## src/rtl/uart_tick_sampled_transceiver_unit_macros.svh

```systemverilog
// Assertion macros for the UART tick-sampled transceiver.
// The macros expect signals named clk and rst in the scope where they are used.
`ifndef UART_TICK_SAMPLED_TRANSCEIVER_UNIT_MACROS_SVH
`define UART_TICK_SAMPLED_TRANSCEIVER_UNIT_MACROS_SVH

// The consequent must hold in the same cycle as the antecedent.
`define UTST_ASSERT_SAME(label, ante, cons) \
  label: assert property (@(posedge clk) disable iff (rst) (ante) |-> (cons)) \
    else $error("utst assertion failed");

// The consequent must hold in the cycle after the antecedent.
`define UTST_ASSERT_NEXT(label, ante, cons) \
  label: assert property (@(posedge clk) disable iff (rst) (ante) |=> (cons)) \
    else $error("utst assertion failed");

`endif

```

## src/rtl/utst_pkg.sv

```systemverilog
// Shared types and constants for the UART tick-sampled transceiver.
// No dependencies; every RTL module imports this package.
package utst_pkg;

  localparam int PERIOD_WIDTH     = 12;
  localparam int CFG_PERIOD_WIDTH = 12;
  localparam int APB_ADDR_WIDTH   = 3;
  localparam int APB_DATA_WIDTH   = 32;
  localparam int RX_FRAME_WIDTH   = 10;
  localparam int TX_FRAME_WIDTH   = 11;

  localparam logic [PERIOD_WIDTH-1:0]   BIT_PERIOD_RESET = PERIOD_WIDTH'(52);
  localparam logic [3:0]                RX_SAMPLES       = 4'd10;
  localparam logic [RX_FRAME_WIDTH-1:0] FRAME_CHECK_MASK = 10'h201;
  localparam logic [RX_FRAME_WIDTH-1:0] FRAME_CHECK_GOOD = 10'h200;
  localparam logic [3:0]                TX_FRAME_BITS    = 4'd11;
  localparam logic [TX_FRAME_WIDTH-1:0] TX_SHIFT_IDLE    = 11'h7FF;
  localparam logic [1:0]                TX_STOP_BITS     = 2'b11;

  // Receive status codes.
  localparam logic [2:0] RX_STATUS_IDLE  = 3'd0;
  localparam logic [2:0] RX_STATUS_BUSY  = 3'd1;
  localparam logic [2:0] RX_STATUS_GOOD  = 3'd2;
  localparam logic [2:0] RX_STATUS_FRAME = 3'd3;
  localparam logic [2:0] RX_STATUS_OFF   = 3'd4;

  // Register indexes, taken from address bit 2.
  localparam logic REG_BIT_PERIOD = 1'b0;
  localparam logic REG_ENABLED    = 1'b1;

  typedef struct packed {
    logic       rx_level;
    logic       tx_start;
    logic [7:0] tx_byte;
  } in_word_t;

  typedef struct packed {
    logic       tx_level;
    logic       tx_busy;
    logic [2:0] rx_status;
    logic [7:0] rx_data;
  } out_word_t;

  typedef struct packed {
    logic [PERIOD_WIDTH-1:0] bit_period;
    logic                    enabled;
  } cfg_t;

  typedef struct packed {
    logic [2:0] status;
    logic [7:0] data;
  } rx_result_t;

  typedef struct packed {
    logic level;
    logic busy;
  } tx_result_t;

endpackage

```

## src/rtl/utst_apb_regs.sv

```systemverilog
// APB register file holding the bit period and the enable flag.
// Depends on utst_pkg.
module utst_apb_regs
  import utst_pkg::*;
(
  input  logic                      clk,
  input  logic                      rst,
  input  logic                      psel,
  input  logic                      penable,
  input  logic                      pwrite,
  input  logic [APB_ADDR_WIDTH-1:0] paddr,
  input  logic [APB_DATA_WIDTH-1:0] pwdata,
  output logic [APB_DATA_WIDTH-1:0] prdata,
  output logic                      pready,
  output cfg_t                      cfg
);

  logic [PERIOD_WIDTH-1:0] bit_period;
  logic                    enabled;
  logic                    reg_index;
  logic                    wr_en;

  assign pready    = 1'b1;
  assign reg_index = paddr[2];
  assign wr_en     = psel && penable && pwrite;

  always_ff @(posedge clk) begin
    if (rst) begin
      bit_period <= BIT_PERIOD_RESET;
      enabled    <= 1'b0;
    end else if (wr_en) begin
      case (reg_index)
        REG_BIT_PERIOD: bit_period <= PERIOD_WIDTH'(pwdata[CFG_PERIOD_WIDTH-1:0]);
        REG_ENABLED:    enabled    <= pwdata[0];
        default:        enabled    <= enabled;
      endcase
    end
  end

  always_comb begin
    case (reg_index)
      REG_BIT_PERIOD: prdata = APB_DATA_WIDTH'(bit_period);
      REG_ENABLED:    prdata = APB_DATA_WIDTH'(enabled);
      default:        prdata = '0;
    endcase
  end

  assign cfg.bit_period = bit_period;
  assign cfg.enabled    = enabled;

endmodule

```

## src/rtl/utst_rx.sv

```systemverilog
// Receiver: start detection, half-period preset, ten samples and frame check.
// Depends on utst_pkg.
module utst_rx
  import utst_pkg::*;
(
  input  logic       clk,
  input  logic       rst,
  input  logic       step,
  input  cfg_t       cfg,
  input  logic       rx_level,
  output rx_result_t res
);

  typedef enum logic [1:0] {
    PH_IDLE,
    PH_READ,
    PH_DONE
  } phase_t;

  phase_t                    phase, phase_next;
  logic [PERIOD_WIDTH-1:0]   elapsed, elapsed_next;
  logic [RX_FRAME_WIDTH-1:0] shift, shift_next;
  logic [3:0]                bit_count, bit_count_next;
  logic [PERIOD_WIDTH-1:0]   elapsed_inc;
  logic [3:0]                count_inc;

  assign elapsed_inc = elapsed + PERIOD_WIDTH'(1);
  assign count_inc   = bit_count + 4'd1;

  always_comb begin
    phase_next     = phase;
    elapsed_next   = elapsed;
    shift_next     = shift;
    bit_count_next = bit_count;
    res.status     = RX_STATUS_IDLE;
    res.data       = 8'd0;
    if (!cfg.enabled) begin
      phase_next     = PH_IDLE;
      elapsed_next   = '0;
      shift_next     = '0;
      bit_count_next = '0;
      res.status     = RX_STATUS_OFF;
    end else begin
      case (phase)
        PH_READ: begin
          res.status   = RX_STATUS_BUSY;
          elapsed_next = elapsed_inc;
          if (elapsed_inc >= cfg.bit_period) begin
            if (bit_count < RX_SAMPLES) begin
              shift_next = shift | (RX_FRAME_WIDTH'(rx_level) << bit_count);
            end
            bit_count_next = count_inc;
            elapsed_next   = elapsed_inc - cfg.bit_period;
            if (count_inc >= RX_SAMPLES) begin
              phase_next = PH_DONE;
            end
          end
        end
        PH_DONE: begin
          // The line is not looked at on the report tick.
          phase_next = PH_IDLE;
          if ((shift & FRAME_CHECK_MASK) != FRAME_CHECK_GOOD) begin
            res.status = RX_STATUS_FRAME;
          end else begin
            res.status = RX_STATUS_GOOD;
            res.data   = shift[8:1];
          end
        end
        default: begin
          phase_next = PH_IDLE;
          if (!rx_level) begin
            res.status     = RX_STATUS_BUSY;
            elapsed_next   = cfg.bit_period >> 1;
            shift_next     = '0;
            bit_count_next = '0;
            phase_next     = PH_READ;
          end
        end
      endcase
    end
  end

  always_ff @(posedge clk) begin
    if (rst) begin
      phase     <= PH_IDLE;
      elapsed   <= '0;
      shift     <= '0;
      bit_count <= '0;
    end else if (step) begin
      phase     <= phase_next;
      elapsed   <= elapsed_next;
      shift     <= shift_next;
      bit_count <= bit_count_next;
    end
  end

endmodule

```

## src/rtl/utst_tx.sv

```systemverilog
// Transmitter: shifts out start, eight data and two stop bits at the bit period.
// Depends on utst_pkg.
module utst_tx
  import utst_pkg::*;
(
  input  logic       clk,
  input  logic       rst,
  input  logic       step,
  input  cfg_t       cfg,
  input  logic       tx_start,
  input  logic [7:0] tx_byte,
  output tx_result_t res
);

  logic [TX_FRAME_WIDTH-1:0] shift, shift_next;
  logic [3:0]                bits_left, bits_left_next;
  logic [PERIOD_WIDTH-1:0]   elapsed, elapsed_next;
  logic [PERIOD_WIDTH-1:0]   elapsed_inc;

  assign elapsed_inc = elapsed + PERIOD_WIDTH'(1);

  always_comb begin
    shift_next     = shift;
    bits_left_next = bits_left;
    elapsed_next   = elapsed;
    if (!cfg.enabled) begin
      shift_next     = TX_SHIFT_IDLE;
      bits_left_next = '0;
      elapsed_next   = '0;
    end else begin
      if (bits_left != 4'd0) begin
        elapsed_next = elapsed_inc;
        if (elapsed_inc >= cfg.bit_period) begin
          elapsed_next   = elapsed_inc - cfg.bit_period;
          shift_next     = {1'b1, shift[TX_FRAME_WIDTH-1:1]};
          bits_left_next = bits_left - 4'd1;
        end
      end
      // A frame that ends on this tick lets a new request start at once.
      if (bits_left_next == 4'd0 && tx_start) begin
        shift_next     = {TX_STOP_BITS, tx_byte, 1'b0};
        bits_left_next = TX_FRAME_BITS;
        elapsed_next   = '0;
      end
    end
  end

  assign res.level = shift_next[0];
  assign res.busy  = (bits_left_next != 4'd0);

  always_ff @(posedge clk) begin
    if (rst) begin
      shift     <= TX_SHIFT_IDLE;
      bits_left <= '0;
      elapsed   <= '0;
    end else if (step) begin
      shift     <= shift_next;
      bits_left <= bits_left_next;
      elapsed   <= elapsed_next;
    end
  end

endmodule

```

## src/rtl/uart_tick_sampled_transceiver_unit.sv

```systemverilog
// Top level of the UART tick-sampled transceiver: registers, rx, tx and result register.
// Depends on utst_pkg, utst_apb_regs, utst_rx, utst_tx and the assertion macro header.
//
//   Channel  | Direction | Handshake             | Word
//   ---------+-----------+-----------------------+------------------------------
//   in       | input     | in_valid / in_ready   | in_word  (one timer tick)
//   out      | output    | out_valid / out_ready | out_word (line and rx status)
//   apb      | input     | psel / penable        | paddr, pwdata, prdata
//
// Each accepted tick gives one result word in the next cycle; one tick per cycle sustained while out_ready is high.
// The receiver and transmitter state advance in the accepting cycle; the result register
// holds the word until it is taken, and a new tick is accepted in the same cycle.
// Reset returns both sides to idle with the port disabled and a bit period of 52.
// A stall on the output only stops input acceptance while the result register is full.
`include "uart_tick_sampled_transceiver_unit_macros.svh"

module uart_tick_sampled_transceiver_unit
  import utst_pkg::*;
(
  input  logic                      clk,
  input  logic                      rst,
  input  logic                      in_valid,
  output logic                      in_ready,
  input  in_word_t                  in_word,
  output logic                      out_valid,
  input  logic                      out_ready,
  output out_word_t                 out_word,
  input  logic                      psel,
  input  logic                      penable,
  input  logic                      pwrite,
  input  logic [APB_ADDR_WIDTH-1:0] paddr,
  input  logic [APB_DATA_WIDTH-1:0] pwdata,
  output logic [APB_DATA_WIDTH-1:0] prdata,
  output logic                      pready
);

  cfg_t       cfg;
  rx_result_t rx_res;
  tx_result_t tx_res;
  logic       step;

  assign in_ready = !out_valid || out_ready;
  assign step     = in_valid && in_ready;

  utst_apb_regs u_regs (
    .clk     (clk),
    .rst     (rst),
    .psel    (psel),
    .penable (penable),
    .pwrite  (pwrite),
    .paddr   (paddr),
    .pwdata  (pwdata),
    .prdata  (prdata),
    .pready  (pready),
    .cfg     (cfg)
  );

  utst_rx u_rx (
    .clk      (clk),
    .rst      (rst),
    .step     (step),
    .cfg      (cfg),
    .rx_level (in_word.rx_level),
    .res      (rx_res)
  );

  utst_tx u_tx (
    .clk      (clk),
    .rst      (rst),
    .step     (step),
    .cfg      (cfg),
    .tx_start (in_word.tx_start),
    .tx_byte  (in_word.tx_byte),
    .res      (tx_res)
  );

  always_ff @(posedge clk) begin
    if (rst) begin
      out_valid <= 1'b0;
    end else if (step) begin
      out_valid <= 1'b1;
    end else if (out_ready) begin
      out_valid <= 1'b0;
    end
  end

  always_ff @(posedge clk) begin
    if (step) begin
      out_word.tx_level  <= tx_res.level;
      out_word.tx_busy   <= tx_res.busy;
      out_word.rx_status <= rx_res.status;
      out_word.rx_data   <= rx_res.data;
    end
  end

  `UTST_ASSERT_NEXT(a_accept_gives_word, step, out_valid)
  `UTST_ASSERT_SAME(a_idle_line_high, out_valid && !out_word.tx_busy, out_word.tx_level)
  `UTST_ASSERT_SAME(a_data_only_when_good,
                    out_valid && (out_word.rx_status != RX_STATUS_GOOD),
                    out_word.rx_data == 8'd0)
  `UTST_ASSERT_SAME(a_off_is_quiet, out_valid && (out_word.rx_status == RX_STATUS_OFF),
                    !out_word.tx_busy)

endmodule
```

## config.mk

```make
export PLATFORM = sky130hd
export DESIGN_NAME = uart_tick_sampled_transceiver_unit
export DESIGN_NICKNAME = d
export VERILOG_FILES = /design/src/rtl/utst_pkg.sv /design/src/rtl/utst_apb_regs.sv /design/src/rtl/utst_rx.sv /design/src/rtl/utst_tx.sv /design/src/rtl/uart_tick_sampled_transceiver_unit.sv
export VERILOG_INCLUDE_DIRS = /design/src /design/src/rtl
export SDC_FILE = /design/constraint.sdc
export NUM_CORES = 1
export LEC_CHECK = 0
export ABC_AREA = 1
export ABC_CLOCK_PERIOD_IN_PS = 2970
export BUFFER_PORTS_ARGS = -buffer_cell sky130_fd_sc_hd__buf_4
export CAP_MARGIN = 20
export CORE_ASPECT_RATIO = 2
export CORE_UTILIZATION = 40
export CTS_CLUSTER_DIAMETER = 100
export DETAILED_ROUTE_END_ITERATION = 8
export GPL_TIMING_DRIVEN = 0
export HOLD_SLACK_MARGIN = 0.1
export REMOVE_ABC_BUFFERS = 1
export SYNTH_ARGS = -nofsm -noshare
export SYNTH_HDL_FRONTEND = slang
export SYNTH_SLANG_ARGS = --single-unit
```

## constraint.sdc

```tcl
create_clock -name clk -period 2.97 [get_ports clk]
set_input_delay 0.1485 -clock clk [delete_from_list [all_inputs] [get_ports clk]]
set_output_delay 0.1485 -clock clk [all_outputs]
set_load 0.02 [all_outputs]
```

==> flow_metrics.py <==
metrics = {
    "run_status": {
        "outcome": "finished, violations left",
        "failed_checks": "setup timing",
    },
    "setup_path": {
        "cp_slowest_stage_delay_ns": 0.37,
        "path_buf_inv": 3,
        "cp-start-kind": "flip-flop",
        "cp.arrival_ns": 3.38,
        "cp_max_fo": 7,
        "cp_cell_sequence": "ha_4, nand2_4, nor2_4, nand2_2, nor2_4, inv_2, nor3_2, xor2_1, ha_1, nand2_1, inv_2, a21oi_4, nand3_4, nand2_8, nand2_4, nand2_4, nor2_4, nand3_4, inv_1, o21ai_2, nand4_1",
        "startpoint": "u_tx.elapsed[0]",
        "critPathRequiredTime_ns": 3.07,
        "r2r-start": "u_tx.elapsed[0]",
        "crit_path_top_delay_cell": "dfxtp_4",
        "critical_path.top_delay_family": "simple AND/OR/NAND/NOR gates",
        "worst-setup-path-type": "reg2reg",
        "critPathCaptureType": "flip-flop",
    },
    "floorplanning": {
        "die-height_um": 174,
        "core_mm2": 0.0144,
        "pin_count": 100,
        "start_util_pct": 41.1,
        "dieArea_mm2": 0.0153,
        "fp-row-count": 62,
        "die_w_um": 88.1,
    },
    "placement": {
        "dp_hpwl_um": 11900,
        "dp_cells": 1108,
        "port_buffers": 56,
        "gp_congestion": 0.901,
    },
    "clocking": {
        "path_clk_slew_ns": 0.07,
        "cts_buffer_depth": 2,
        "clock-sinks": 82,
        "cts_tree": "yes",
        "cts_buffers": 9,
        "clk_latency_ns": 0.36,
        "root_buffer": "clkbuf_16",
        "htree_levels": 3,
    },
    "drt": {
        "vias": 6248,
        "dr.first_iter.drc_count": 210,
        "wl_um": 18700,
        "vias_per_cell": 5.17,
        "dr.pass1.iters": 7,
        "antenna_left": 0,
        "wl_met1_um": 6720,
        "dr_wl_met3_um": 737,
        "drcViolationCount": 0,
        "wl_per_cell_um": 15.5,
        "wl_met2_um": 10300,
        "routed.top_layer": "met4",
    },
    "sta": {
        "fmax_mhz": 304,
        "finClkSkew_ns": 0.00935,
        "period_minus_slack_ns": 3.29,
        "whs_ns": 0.126,
        "slew_headroom_pct": 2.72,
        "worst_pin_slew_ns": 1.45,
        "finalHoldViolCount": 0,
        "tns_ns": -8.41,
        "grt_setup_unrepaired": "yes",
        "fin_crit_sh_pct": 111,
        "layout_setup_ws_ns": -0.317,
        "maxSlewViolCount": 0,
        "setup_viol": 45,
    },
    "hold_path": {
        "hold_path.class": "in2reg",
        "hold_path.startpoint": "pwdata[9]",
    },
    "power": {
        "power.leakage_nw": 3.82,
        "power.share.clock_pct": 32.2,
        "combPwrFrac_pct": 32.8,
        "p_per_area_mw_per_mm2": 415,
        "p_switching_w": 0.00123,
        "peakVddDrop_v": 0.000329,
        "switching_share_pct": 35.5,
        "p_seq_share_pct": 35.0,
        "intPower_w": 0.00223,
    },
    "layout": {
        "nets": 1097,
        "fill_cells": 1380,
        "drive_gt1_share_pct": 29.4,
        "areaGrowthSynthToFinish_pct": 40.4,
        "insertedDiodeCount": 0,
        "layout.cells.non_filler": 1208,
    },
    "synth": {
        "ys_seq_area_share_pct": 29.9,
        "async_reset_ff_share_pct": 0,
        "avgSynthCellArea_um2": 6.66,
        "ys_warn_count": 0,
        "yosysUniqueCellTypes": 42,
        "synth_edf_count": 13,
        "synth_area_mm2": 0.00593,
        "ys_top_cells_by_area": "dfxtp_1 (23%), nand2_1 (12%), nand3_1 (8.0%)",
        "ys.flop_type": "dfxtp_1",
        "synth_cells": 890,
        "ys_ff_latch": 82,
        "yosysTopAreaCell": "dfxtp_1",
        "yosysTopAreaCellShare_pct": 23.3,
    },
    "global_routing": {
        "grt_max_degree": 32,
        "antenna_found_initial": 0,
        "grt_overflow": 0,
        "grt_pass1_wl_um": 28400,
        "track_usage_pct": 24.1,
        "grt_pass1_vias": 5913,
    },
    "run": {
        "drv_cap": 0,
    },
}
## final cells by class
type                       instances  area [um2]  share of cell area, %
sequential                        82        1800                   21.6
clock buffer                      10         239                   2.87
clock inverter                     6        48.8                  0.586
tap                              192         240                   2.89
timing repair buffer             134        1210                   14.5
multi-input combinational        660        4310                   51.8
inverter                         124         474                   5.69
## synthesized netlist by cell type, types with 2 or more instances
cell,instances
xnor2_1,9
edfxtp_1,13
conb_1,2
o21ai_1,2
dfxtp_1,69
clkinv_1,2
nor2_2,5
nand4_1,10
o21ai_0,43
nand3_4,3
buf_4,21
fa_1,2
a21o_1,2
o21bai_1,5
inv_2,3
buf_2,7
a21oi_1,88
buf_6,6
nand3_2,2
o211ai_1,3
nor2_1,84
clkbuf_1,18
or2_2,3
ha_1,32
nand3b_1,2
inv_1,119
a21oi_2,2
nor3_1,9
nand2_2,7
a211oi_1,2
o31ai_1,3
nand3_1,95
nand2_1,187
xor2_1,22
## layer usage
metal  global-route usage (%)  up-vias
met5                        0        -
met4                     14.7        0
met3                     3.09       60
met2                     45.4      196
met1                     23.9     2886
li1                         -     3106
## sequential cells by signal, summed over array words and instances, names as in the netlist
name,cells
out_word,13
u_regs.enabled,1
u_rx.shift,10
u_tx.bits_left,4
out_valid,1
u_tx.elapsed,12
u_tx.shift,11
u_rx.phase,2
u_rx.bit_count,4
u_rx.elapsed,12
u_regs.bit_period,12
## final timing paths
path | end | slack (ns) | depth (start not counted)
min reg2reg | u_tx.shift[10] | 0.45 | 2
max reg2reg | out_word[11] | -0.32 | 21
min | u_regs.bit_period[9] | 0.13 | 3
max | out_word[11] | -0.32 | 21
## what timing repair did
| action | 4_1_cts | 5_1_grt |
|---|---|---|
| hold buffers | 12 | 0 |
| hold endpoints to repair | 13 | 0 |
| gates resized for setup | 106 | 111 |
| endpoints found under the setup margin | 57 | 57 |
| buffers inserted | 39 | 23 |
| cloned | 9 | 1 |
| pin swaps | 44 | 66 |
## power groups by stage
stage	logic, W	clock network, W	registers (W)
final	0.00113	0.00111	0.00121
after global routing	0.00123	0.00116	0.00122
after CTS	0.00101	0.00112	0.00121
after detailed placement	0.000741	0	0.00123
after global placement	0.000723	0	0.00123
after floorplan	0.000519	0	0.00124
## cells in the final DEF (no fill, tap or decap), types with 6 or more instances in the layout
master | Yosys | final
nand2_1 | 187 | 151
inv_1 | 119 | 112
buf_4 | 21 | 100
nor2_1 | 84 | 75
a21oi_1 | 88 | 74
nand3_1 | 95 | 68
dfxtp_1 | 69 | 59
o21ai_0 | 43 | 38
ha_1 | 32 | 24
nand2_4 | 0 | 22
nand3_4 | 3 | 22
conb_1 | 2 | 21
xor2_1 | 22 | 20
nand2_2 | 7 | 20
nand3_2 | 2 | 19
a21oi_2 | 2 | 15
edfxtp_1 | 13 | 13
dlygate4sd3_1 | 0 | 12
buf_6 | 6 | 12
nor2_4 | 0 | 11
nand4_1 | 10 | 10
clkbuf_16 | 0 | 10
inv_2 | 3 | 8
xnor2_1 | 9 | 8
nor3_1 | 9 | 6
ha_4 | 0 | 6
dfxtp_4 | 0 | 6
## stage by stage
| stage | instance area, um2 | power (W) | utilization (%) | setup slack, ns |
|---|---|---|---|---|
| floorplan | 5670 | 0.00175 | - | -0.423 |
| finish | 8330 | 0.00346 | 57.7 | -0.317 |
| detailed placement | 6400 | 0.00197 | 44.4 | -1.30 |
| global route | 8330 | 0.00360 | 57.7 | -0.484 |
| CTS | 7680 | 0.00334 | 53.2 | -0.346 |
| global placement | 6330 | 0.00196 | 43.9 | -1.37 |
## worst reg2reg max path, cell delays in order (launching register included)
cell     delay (ns)
dfxtp_4        0.37
ha_4           0.15
nand2_4        0.05
nor2_4         0.07
nand2_2        0.07
nor2_4         0.11
inv_2          0.07
nor3_2         0.14
xor2_1         0.24
ha_1           0.29
nand2_1        0.09
inv_2          0.06
a21oi_4        0.23
nand3_4        0.19
nand2_8        0.14
nand2_4        0.08
nand2_4        0.08
nor2_4         0.04
nand3_4        0.17
inv_1          0.11
o21ai_2        0.16
nand4_1        0.12
## logic make-up after synthesis
kind of cell             share of synthesized area (%)
AND/OR/NAND/NOR                                   30.2
other                                            0.127
flip-flops                                        29.9
XOR/XNOR                                          4.58
AO/OA/AOI/OAI                                     14.1
buffers and inverters                             13.4
multiplexers                                     0.359
adder cells (fa/ha/maj)                           7.43
No activity file was read; power rests on OpenSTA's default activity.
